## src/hdl/c8ic_pkg.sv

```systemverilog
// Shared types, constants and tables for the CHIP-8 instruction core.
// No dependencies; used by c8ic_alu and chip8_instruction_core.
`timescale 1ns / 1ps
`default_nettype none
package c8ic_pkg;

  localparam int MEM_BYTES       = 4096;
  localparam int ADDR_W          = 12;
  localparam int SCREEN_COLUMNS  = 64;
  localparam int SCREEN_LINES    = 32;
  localparam int LINE_W          = 5;
  localparam int STACK_DEPTH_DEF = 16;
  localparam int FONT_BYTES      = 80;

  localparam logic [15:0] RNG_SEED_RESET     = 16'hACE1;
  localparam logic [7:0]  TIMER_DIVIDE_RESET = 8'd10;
  localparam logic [11:0] START_ADDRESS      = 12'h200;
  localparam logic [15:0] LFSR_TAPS          = 16'hB400;

  localparam logic [1:0] CFG_RNG_SEED      = 2'd0;
  localparam logic [1:0] CFG_TIMER_DIVIDE  = 2'd1;
  localparam logic [1:0] CFG_START_ADDRESS = 2'd2;

  localparam logic [1:0] ITEM_WRITE = 2'd0;
  localparam logic [1:0] ITEM_EXEC  = 2'd1;
  localparam logic [1:0] ITEM_ROW   = 2'd2;
  localparam logic [1:0] ITEM_READ  = 2'd3;

  typedef enum logic [4:0] {
    ST_CLEAR, ST_IDLE, ST_MEMRD, ST_ROWRD, ST_F0, ST_F1, ST_F2, ST_RA, ST_RB,
    ST_EX, ST_WX, ST_RET, ST_CLS, ST_D0, ST_D1, ST_D2, ST_DV, ST_BCD,
    ST_ST0, ST_ST1, ST_LD0, ST_LD1, ST_TICK, ST_DONE
  } state_t;

  typedef struct packed {
    logic       valid;
    logic       flag_valid;
    logic       flag;
    logic [7:0] res;
    logic [7:0] rnd;
    logic [7:0] hund;
    logic [7:0] tens;
    logic [7:0] ones;
  } alu_out_t;

  localparam logic [7:0] FONT [FONT_BYTES] = '{
    8'hF0, 8'h90, 8'h90, 8'h90, 8'hF0, 8'h20, 8'h60, 8'h20, 8'h20, 8'h70,
    8'hF0, 8'h10, 8'hF0, 8'h80, 8'hF0, 8'hF0, 8'h10, 8'hF0, 8'h10, 8'hF0,
    8'h90, 8'h90, 8'hF0, 8'h10, 8'h10, 8'hF0, 8'h80, 8'hF0, 8'h10, 8'hF0,
    8'hF0, 8'h80, 8'hF0, 8'h90, 8'hF0, 8'hF0, 8'h10, 8'h20, 8'h40, 8'h40,
    8'hF0, 8'h90, 8'hF0, 8'h90, 8'hF0, 8'hF0, 8'h90, 8'hF0, 8'h10, 8'hF0,
    8'hF0, 8'h90, 8'hF0, 8'h90, 8'h90, 8'hE0, 8'h90, 8'hE0, 8'h90, 8'hE0,
    8'hF0, 8'h80, 8'h80, 8'h80, 8'hF0, 8'hE0, 8'h90, 8'h90, 8'h90, 8'hE0,
    8'hF0, 8'h80, 8'hF0, 8'h80, 8'hF0, 8'hF0, 8'h80, 8'hF0, 8'h80, 8'h80
  };

  function automatic logic [7:0] font_byte(input logic [ADDR_W-1:0] addr);
    logic [7:0] val;
    val = 8'd0;
    if (addr < ADDR_W'(FONT_BYTES)) begin
      val = FONT[addr[6:0]];
    end
    return val;
  endfunction

endpackage
`default_nettype wire

```

## src/hdl/c8ic_alu.sv

```systemverilog
// Register arithmetic for 8XYn, random reduction and BCD digits.
// Depends on c8ic_pkg.
`timescale 1ns / 1ps
`default_nettype none
module c8ic_alu (
  input  logic [3:0]         funct,
  input  logic [7:0]         a,
  input  logic [7:0]         b,
  input  logic [15:0]        lfsr_next,
  output c8ic_pkg::alu_out_t result
);

  logic [8:0] sum;
  logic [8:0] bsum;
  logic [7:0] bsum2;
  logic [7:0] rem;
  logic [14:0] prod;
  logic [7:0] tens;

  assign sum = {1'b0, a} + {1'b0, b};

  always_comb begin
    result.valid      = 1'b1;
    result.flag_valid = 1'b1;
    result.flag       = 1'b0;
    result.res        = 8'd0;
    unique case (funct)
      4'h0: begin result.res = b;     result.flag_valid = 1'b0; end
      4'h1: begin result.res = a | b; result.flag_valid = 1'b0; end
      4'h2: begin result.res = a & b; result.flag_valid = 1'b0; end
      4'h3: begin result.res = a ^ b; result.flag_valid = 1'b0; end
      4'h4: begin result.res = sum[7:0]; result.flag = sum[8]; end
      4'h5: begin result.res = a - b; result.flag = (a >= b); end
      4'h6: begin result.res = {1'b0, a[7:1]}; result.flag = a[0]; end
      4'h7: begin result.res = b - a; result.flag = (b >= a); end
      4'hE: begin result.res = {a[6:0], 1'b0}; result.flag = a[7]; end
      default: begin
        result.valid      = 1'b0;
        result.flag_valid = 1'b0;
      end
    endcase
  end

  assign bsum  = {1'b0, lfsr_next[15:8]} + {1'b0, lfsr_next[7:0]};
  assign bsum2 = bsum[7:0] + {7'd0, bsum[8]};
  assign result.rnd = (bsum2 == 8'hFF) ? 8'd0 : bsum2;

  always_comb begin
    if (a >= 8'd200) begin
      result.hund = 8'd2;
      rem = a - 8'd200;
    end else if (a >= 8'd100) begin
      result.hund = 8'd1;
      rem = a - 8'd100;
    end else begin
      result.hund = 8'd0;
      rem = a;
    end
  end

  assign prod = {8'd0, rem[6:0]} * 15'd205;
  assign tens = {4'd0, prod[14:11]};
  assign result.tens = tens;
  assign result.ones = rem - {tens[4:0], 3'b000} - {tens[6:0], 1'b0};

endmodule
`default_nettype wire

```

## config.mk

```make
export PLATFORM = sky130hd
export DESIGN_NAME = c8ic_alu
export DESIGN_NICKNAME = d
export VERILOG_FILES = /design/src/hdl/c8ic_pkg.sv /design/src/hdl/c8ic_alu.sv
export SDC_FILE = /design/constraint.sdc
export NUM_CORES = 1
export LEC_CHECK = 0
export BUFFER_PORTS_ARGS = -buffer_cell sky130_fd_sc_hd__buf_2
export CORE_MARGIN = 4
export CORE_UTILIZATION = 64
export DETAILED_ROUTE_END_ITERATION = 8
export PLACE_DENSITY = 0.95
export SLEW_MARGIN = 20
export SYNTH_ARGS = -nofsm -noshare
export SYNTH_HDL_FRONTEND = slang
export SYNTH_SLANG_ARGS = --single-unit
```

## constraint.sdc

```tcl
create_clock -name vclk -period 17.99
set_input_delay 0 -clock vclk [all_inputs]
set_output_delay 0 -clock vclk [all_outputs]
set_load 0.02 [all_outputs]
```

# --- Word-level counts from Yosys, hierarchy flattened ---
# Cells that the tools add are included.
# W data, S select, Z words.
op_classes:
  add_sub_neg: 9
  n_mul: 1
  magnitude_cmp: 4
  eq_ne: 9
  n_mux: 9
  n_bitwise: 3
  reduce_logical: 3
ops:
  columns: ["operator", "count"]
  rows:
  - ["$pmux W8 S9", 1]
  - ["$mux W8", 3]
  - ["$add A8 B8 Y9", 2]
  - ["$eq A4 B3 Y1 const B", 4]
  - ["$ge A8 B8 Y1", 2]
  - ["$sub A8 B8 Y8", 2]
  - ["$mul A7 B8 Y15 const B", 1]
  - ["$reduce_or A9 Y1", 1]
  - ["$add A8 B1 Y8", 1]
  - ["$and A8 B8 Y8", 1]
  - ["$eq A4 B2 Y1 const B", 2]
  - ["$eq A8 B8 Y1 const B", 1]
  - ["$ge A8 B7 Y1 const B", 1]
  - ["$ge A8 B8 Y1 const B", 1]
  - ["$or A8 B8 Y8", 1]
  - ["$sub A8 B5 Y8", 1]
  - ["$sub A8 B7 Y8", 1]
  - ["$sub A8 B7 Y8 const B", 1]
  - ["$sub A8 B8 Y8 const B", 1]
  - ["$xor A8 B8 Y8", 1]
  - ["$pmux W1 S5", 1]
  - ["$reduce_or A5 Y1", 1]
  - ["$eq A4 B1 Y1 const B", 1]
  - ["$eq A4 B4 Y1 const B", 1]
  - ["other kinds (3)", 5]
word_totals:
  regBits: 0
  input_bits: 36
  out_inout_bits: 43
  elab_cells: 38

# --- Longest topological paths before layout ---
# Gate-level depths: netlist of the first run.
depth:
  depth_word: 6
  mapped_depth: 34
  mapped_depth_nobuf: 32

# --- Least setup slack after synthesis of the first run ---
# No wires, ideal clock.
synth_path:
  path_type: "input to output"
  start: "in a[2]"
  end: "out result[7] (netlist bit)"
  arrival_ps: 7067
  t_required_ps: 17990
  setup_slack_ps: 10923
  cell_stages: 32
  path_buffers: 1
  path_cell_list: "inv_1 > ha_1 > and2b_2 > a21oi_2 > nor2_1 > nor2_1 > xnor2_1 > ha_1 > inv_1 > fa_1 > inv_1 > ha_1 > ha_1 > ha_1 > a211oi_1 > nor2_1 > nor3_1 > a31oi_4 > a31oi_1 > o21bai_1 > xnor2_1 > fa_1 > inv_1 > ha_1 > clkbuf_1 > a21oi_1 > nor2_1 > nor2_1 > nor2b_1 > o21ai_0 > o31ai_1 > nor4_1"
synth_rtl:
  columns: ["element", "line_no", "rtl"]
  rows:
  - ["start: declaration", "c8ic_alu.sv:7", "input logic [7:0] a,"]
  - ["end: declaration", "c8ic_alu.sv:10", "output c8ic_pkg::alu_out_t result"]

==> run metrics, run 1 <==
most common cell after layout, fill and taps aside=ha_1; CP Launch Type=primary input; postcts setup bufs=0; Initial Utilization=67.4%; worst vdd ir=0.398 mV; # diodes=0; area of the multi-input gates=3420 um^2; area grow syn2layout=8.46%; maximum fanout along the worst path=13; WL per Instance=16.5 um; status=completed; NumNets Final=684; Critical Path End Type=output port; GR peak layer=met2; die area=7240 um^2; Cell variety after synth=64; Ys Warns=0; placer congestion estimate=0.964; fin cells=617; # port buffers=69; Setup CP Type=primary input to output port; Slowest-stage cell, CP=fa_1; dpl cells=617; Die X=85.1 um; DRT iter0 DRCs=240; Cell Pwr Density=135 nW/um^2; Hold Vio Cnt, Final=0; RSZ-0062 raised after global routing=false; setup_tns=0 ns; I/O pin count=79; CP arrival=7.58 ns; Final Cycle Share=42.1%; Setup violations, final=0; Worst slew margin=39.3%; first-pass GRT wire length=16700 um; height of the die=85.1 um; met3 usage=1.07%; Hold-fix buffers, CTS=0; register area=0 um^2; Clock buffer cells=0; Core ar.=5640 um^2; worst min path class=primary input to output port; Pleak=2.12 nW; ANT nets after route=0; share of layout cells above drive strength 1=17.6%; row cnt=27; Fmax=132 MHz; wirelength, routed=10200 um; met1 Usage GRT=32.9%; post-DP HPWL=8540 um; min Tclk post-route=7.58 ns; max-cap viol count=0; via count=3880; FILL cells=427; Synth Area per Inst=7.68 um^2; vias in the first global route=3721; Worst Hold Slack=0.514 ns; mapped cell area=3800 um^2; most frequent cells in the layout=87 x ha_1, 69 x buf_2, 67 x inv_1, 36 x nor2_1, 33 x a21oi_1; largest net degree at the start of global routing=29; FFs & Latches=0; CTS resizes=0; Slew @ Worst Pin=0.904 ns; GRT Residual Overflow=0; GRT Overall Usage=26.9%; DRC Markers=0; fin. max-slew vios=0; Pre-antenna DRT Iters=8; vias per cell=6.29; GRT met2 Usage=50.6%; CP required=17.99 ns; post-synthesis sequential area ratio=0%; delay-heaviest family, CP=adder cells; combined buffer and inverter count along the critical path=7; Worst path max stage delay=0.54 ns; Synth Instances=495; initial antenna violation count=0
-- synth_stat cells (11+ instances only) --
library cell	instances	area, um^2
xor2_1	12	105
nand2_1	16	60.1
buf_4	12	90.1
nand3_1	14	70.1
o21ai_0	21	105
clkbuf_1	14	52.6
ha_1	87	1090
nor2_1	36	135
fa_1	14	280
a21oi_1	33	165
xnor2_1	16	140
inv_1	67	251
nor3_1	11	55.1
-- metrics by stage --
step	setup WS (ns)	util, %	area, um^2	power (mW)
floorplan	10.92	-	3830	0.410
global placement	10.88	73.1	4120	0.525
detailed placement	10.48	73.1	4120	0.552
CTS	10.45	73.1	4120	0.554
global route	9.72	73.1	4120	0.616
finish	10.41	73.1	4120	0.555
-- kinds of logic (layout without fill, tap and decap cells) --
family | after synthesis | after routing | synth area share (%)
compound gates | 129 | 129 | 23.9
xor+xnor | 30 | 30 | 7.31
fa+ha+maj | 101 | 101 | 36.0
buf+inv | 99 | 140 | 11.0
mux | 14 | 14 | 5.40
other cells | 1 | 10 | 0.0987
simple gates | 121 | 121 | 16.3
-- report_power, final --
group          total [mW]  switching [mW]  internal [mW]  leakage [nW]
registers               0               0              0             0
clock network           0               0              0             0
logic               0.555           0.344          0.212          2.12
-- worst paths after layout --
path | from | endpoint | slack, ns | cells after the start
worst max-delay path | a[1] | result[7] | 10.41 | 34
worst min-delay path | a[3] | result[36] | 0.51 | 4
-- per-layer routing --
layer	up-vias	part of all wire [%]
met5	-	0
li1	1848	-
met2	232	50
met1	1758	38
met4	0	3.2
met3	42	8.2
-- final cells by class --
| class | count | area share, % |
|---|---|---|
| Multi-Input combinational cell | 405 | 82.9 |
| Timing Repair Buffer | 70 | 8.56 |
| Inverter | 70 | 6.37 |
| Tap cell | 72 | 2.19 |
(Power assumes the default switching activity.)
==> run 2: changes to the inputs <==
--- a/config.mk
+++ b/config.mk
@@ -5,9 +5,10 @@
 export SDC_FILE = /design/constraint.sdc
 export NUM_CORES = 1
 export LEC_CHECK = 0
+export ABC_AREA = 1
 export BUFFER_PORTS_ARGS = -buffer_cell sky130_fd_sc_hd__buf_2
 export CORE_MARGIN = 4
-export CORE_UTILIZATION = 64
+export CORE_UTILIZATION = 59
 export DETAILED_ROUTE_END_ITERATION = 8
 export PLACE_DENSITY = 0.95
 export SLEW_MARGIN = 20
==> constraint.sdc (replaced) <==
create_clock -name vclk -period 7.2
set_input_delay 0 -clock vclk [all_inputs]
set_output_delay 0 -clock vclk [all_outputs]
set_load 0.02 [all_outputs]
==> run 2 against run 1 <==
Sequential cell count did not move. Utilization fell by 6.6 points. Highest routed layer unchanged. Non-clock buffer count fell by 1. Critical path type unchanged. Area after synthesis rose by 0.39%. Via count rose by 2.1%. Sequential share of layout area did not move.
==> run metrics, run 2 <==
Setup violations, final=0 (unchanged); Die X=88.4 um (was 85.1 um); Hold Vio Cnt, Final=0 (unchanged); Synth top area share=28.5% (was 28.6%); Slew @ Worst Pin=0.729 ns (was 0.904 ns); DRC Markers=0 (unchanged); placer congestion estimate=0.967 (was 0.964); Final Cycle Share=89.6%; # port buffers=69 (unchanged); final core utilization=66.5% (was 73.1%); dpl cells=700 (was 617); die area=7820 um^2 (was 7240 um^2); first-pass GRT wire length=17100 um (was 16700 um); postcts setup bufs=0 (unchanged); pre-CTS setup slack=0.807 ns (was 10.48 ns); post-route cell area=4200 um^2 (was 4120 um^2); Cell variety after synth=52 (was 64); combined buffer and inverter count along the critical path=7 (unchanged); largest area contributor in the synthesized netlist=ha_1 (unchanged); Initial Utilization=60.4% (was 67.4%); maximum fanout along the worst path=13 (unchanged); via count=3963 (was 3880); DRT iter0 DRCs=247 (was 240); WHS Path Cells=3 (was 4); Comb pwr share=100.0% (about the same); Ys Warns=0 (unchanged); Slowest-stage cell, CP=fa_1 (unchanged); RSZ-0062 raised after global routing=false (unchanged); Worst slew margin=51.2% (was 39.3%); CP required=7.20 ns (was 17.99 ns); setup_tns=0 ns (unchanged); CP Depth=32 (was 34); mapped cell area=3820 um^2 (was 3800 um^2); NumNets Final=762 (was 684); largest net degree at the start of global routing=14 (was 29); fin. max-slew vios=0 (unchanged); vias per cell=5.66 (was 6.29); min Tclk post-route=6.45 ns; count leader, synth=inv_1 (was ha_1); post-DP HPWL=9010 um (was 8540 um); initial antenna violation count=0 (unchanged); Power Internal=600 uW (was 212 uW); Pleak=2.37 nW (was 2.12 nW); Clock buffer cells=0 (unchanged); WL per Instance=15.0 um (was 16.5 um); area grow syn2layout=9.97% (was 8.46%); Final WS setup=0.748 ns (was 10.41 ns); Worst path max stage delay=0.52 ns (was 0.54 ns); worst min path class=primary input to output port (unchanged); GRT Residual Overflow=0 (unchanged); Flop pwr share=0% (about the same); worst vdd ir=0.877 mV (was 0.398 mV); ANT nets after route=0 (unchanged); I/O pin count=79 (unchanged); CP Launch Type=primary input (unchanged); Pre-antenna DRT Iters=5 (was 8); fin cells=700 (was 617); share of layout cells above drive strength 1=19.9% (was 17.6%); register area=0 um^2 (unchanged); # diodes=0 (unchanged); net load switching power=1.05 mW (was 344 uW); wirelength, routed=10500 um (was 10200 um); delay-heaviest family, CP=adder cells (unchanged); status=completed (unchanged); Placed Area=4200 um^2 (was 4120 um^2); Critical Path End Type=output port (unchanged); switching share of power=63.6% (was 61.9%); Clock Power Share=0% (about the same); Synth Area per Inst=6.84 um^2 (was 7.68 um^2); Cell Pwr Density=392 nW/um^2 (was 135 nW/um^2); most common cell after layout, fill and taps aside=inv_1 (was ha_1); Core ar.=6310 um^2 (was 5640 um^2); Hold-fix buffers, CTS=0 (unchanged); Synth area leaders=ha_1 29%, inv_1 11%, nand2_1 8.3%, fa_1 7.3%, a21oi_1 6.2% (was ha_1 29%, fa_1 7.4%, inv_1 6.6%, a21oi_1 4.3%, xnor2_1 3.7%); most frequent cells in the layout=107 x inv_1, 87 x ha_1, 84 x nand2_1, 69 x buf_2, 47 x a21oi_1 (was 87 x ha_1, 69 x buf_2, 67 x inv_1, 36 x nor2_1, 33 x a21oi_1); FFs & Latches=0 (unchanged); Post-synth top cells=107 x inv_1, 87 x ha_1, 84 x nand2_1 (was 87 x ha_1, 67 x inv_1, 36 x nor2_1); vias in the first global route=4005 (was 3721); Fmax=155 MHz; Synth Instances=558 (was 495); row cnt=29 (was 27); Setup CP Type=primary input to output port (unchanged); GRT Overall Usage=26.6% (was 26.9%); post-synthesis sequential area ratio=0% (unchanged); max-cap viol count=0 (unchanged); height of the die=88.4 um (was 85.1 um); CP arrival=6.45 ns (was 7.58 ns); CTS resizes=0 (unchanged)
[run 2: cell types whose count changed in the layout (fill, tap and decap cells not counted), moves of 7 or more]
cell and delta:
a21oi_1 +14, inv_1 +40, mux2i_1 -7, nand2_1 +68, nand2_2 +11, nor2_2 +11, nor2b_1 -7, nor3_1 -8
xnor2_1 -10
[run 2: power groups by stage]
stage                     sequential (mW)  clock (mW)  combinational, mW
after floorplan                         0           0               1.20
after global placement                  0           0               1.55
after detailed placement                0           0               1.63
after CTS                               0           0               1.64
after global routing                    0           0               1.82
final                                   0           0               1.65
[run 2: area by class of cell]
cell class                 instances  area [um^2]
fill                             576         2120
inverter                         115          432
multi-input combinational        439         3320
tap                               77         96.3
timing repair buffer              69          345
[run 2: metal layers]
layer  GRT usage [%]  part of all wire, %  vias up
met1            32.5                   42     1797
met3            2.61                  6.9       27
met2            49.0                   49      179
li1                -                    -     1960
met4            8.10                  2.3        0
met5               0                    0        -
[run 2: path summary, 6_finish.rpt]
path	startpoint	endpoint	slack (ns)
hold / removal	funct[3]	result[42]	0.30
setup / recovery	a[1]	result[7]	0.75
[run 2: cell families (layout without fill, tap and decap cells)]
| kind of cell | count (synthesis) | after routing | synth area share, % |
|---|---|---|---|
| AND/OR/NAND/NOR | 183 | 183 | 23.3 |
| adder cells (fa/ha/maj) | 101 | 101 | 35.9 |
| buffers and inverters | 128 | 184 | 13.8 |
| other | 1 | 10 | 0.0983 |
| XOR/XNOR | 24 | 24 | 6.89 |
| AO/OA/AOI/OAI | 121 | 121 | 20.0 |
[run 2: metrics by stage]
| step | hold WS [ns] | total power, mW |
|---|---|---|
| after floorplan | 0.122 | 1.20 |
| after global placement | 0.299 | 1.55 |
| after detailed placement | 0.305 | 1.63 |
| after CTS | 0.305 | 1.64 |
| after global routing | 0.333 | 1.82 |
| final | 0.303 | 1.65 |
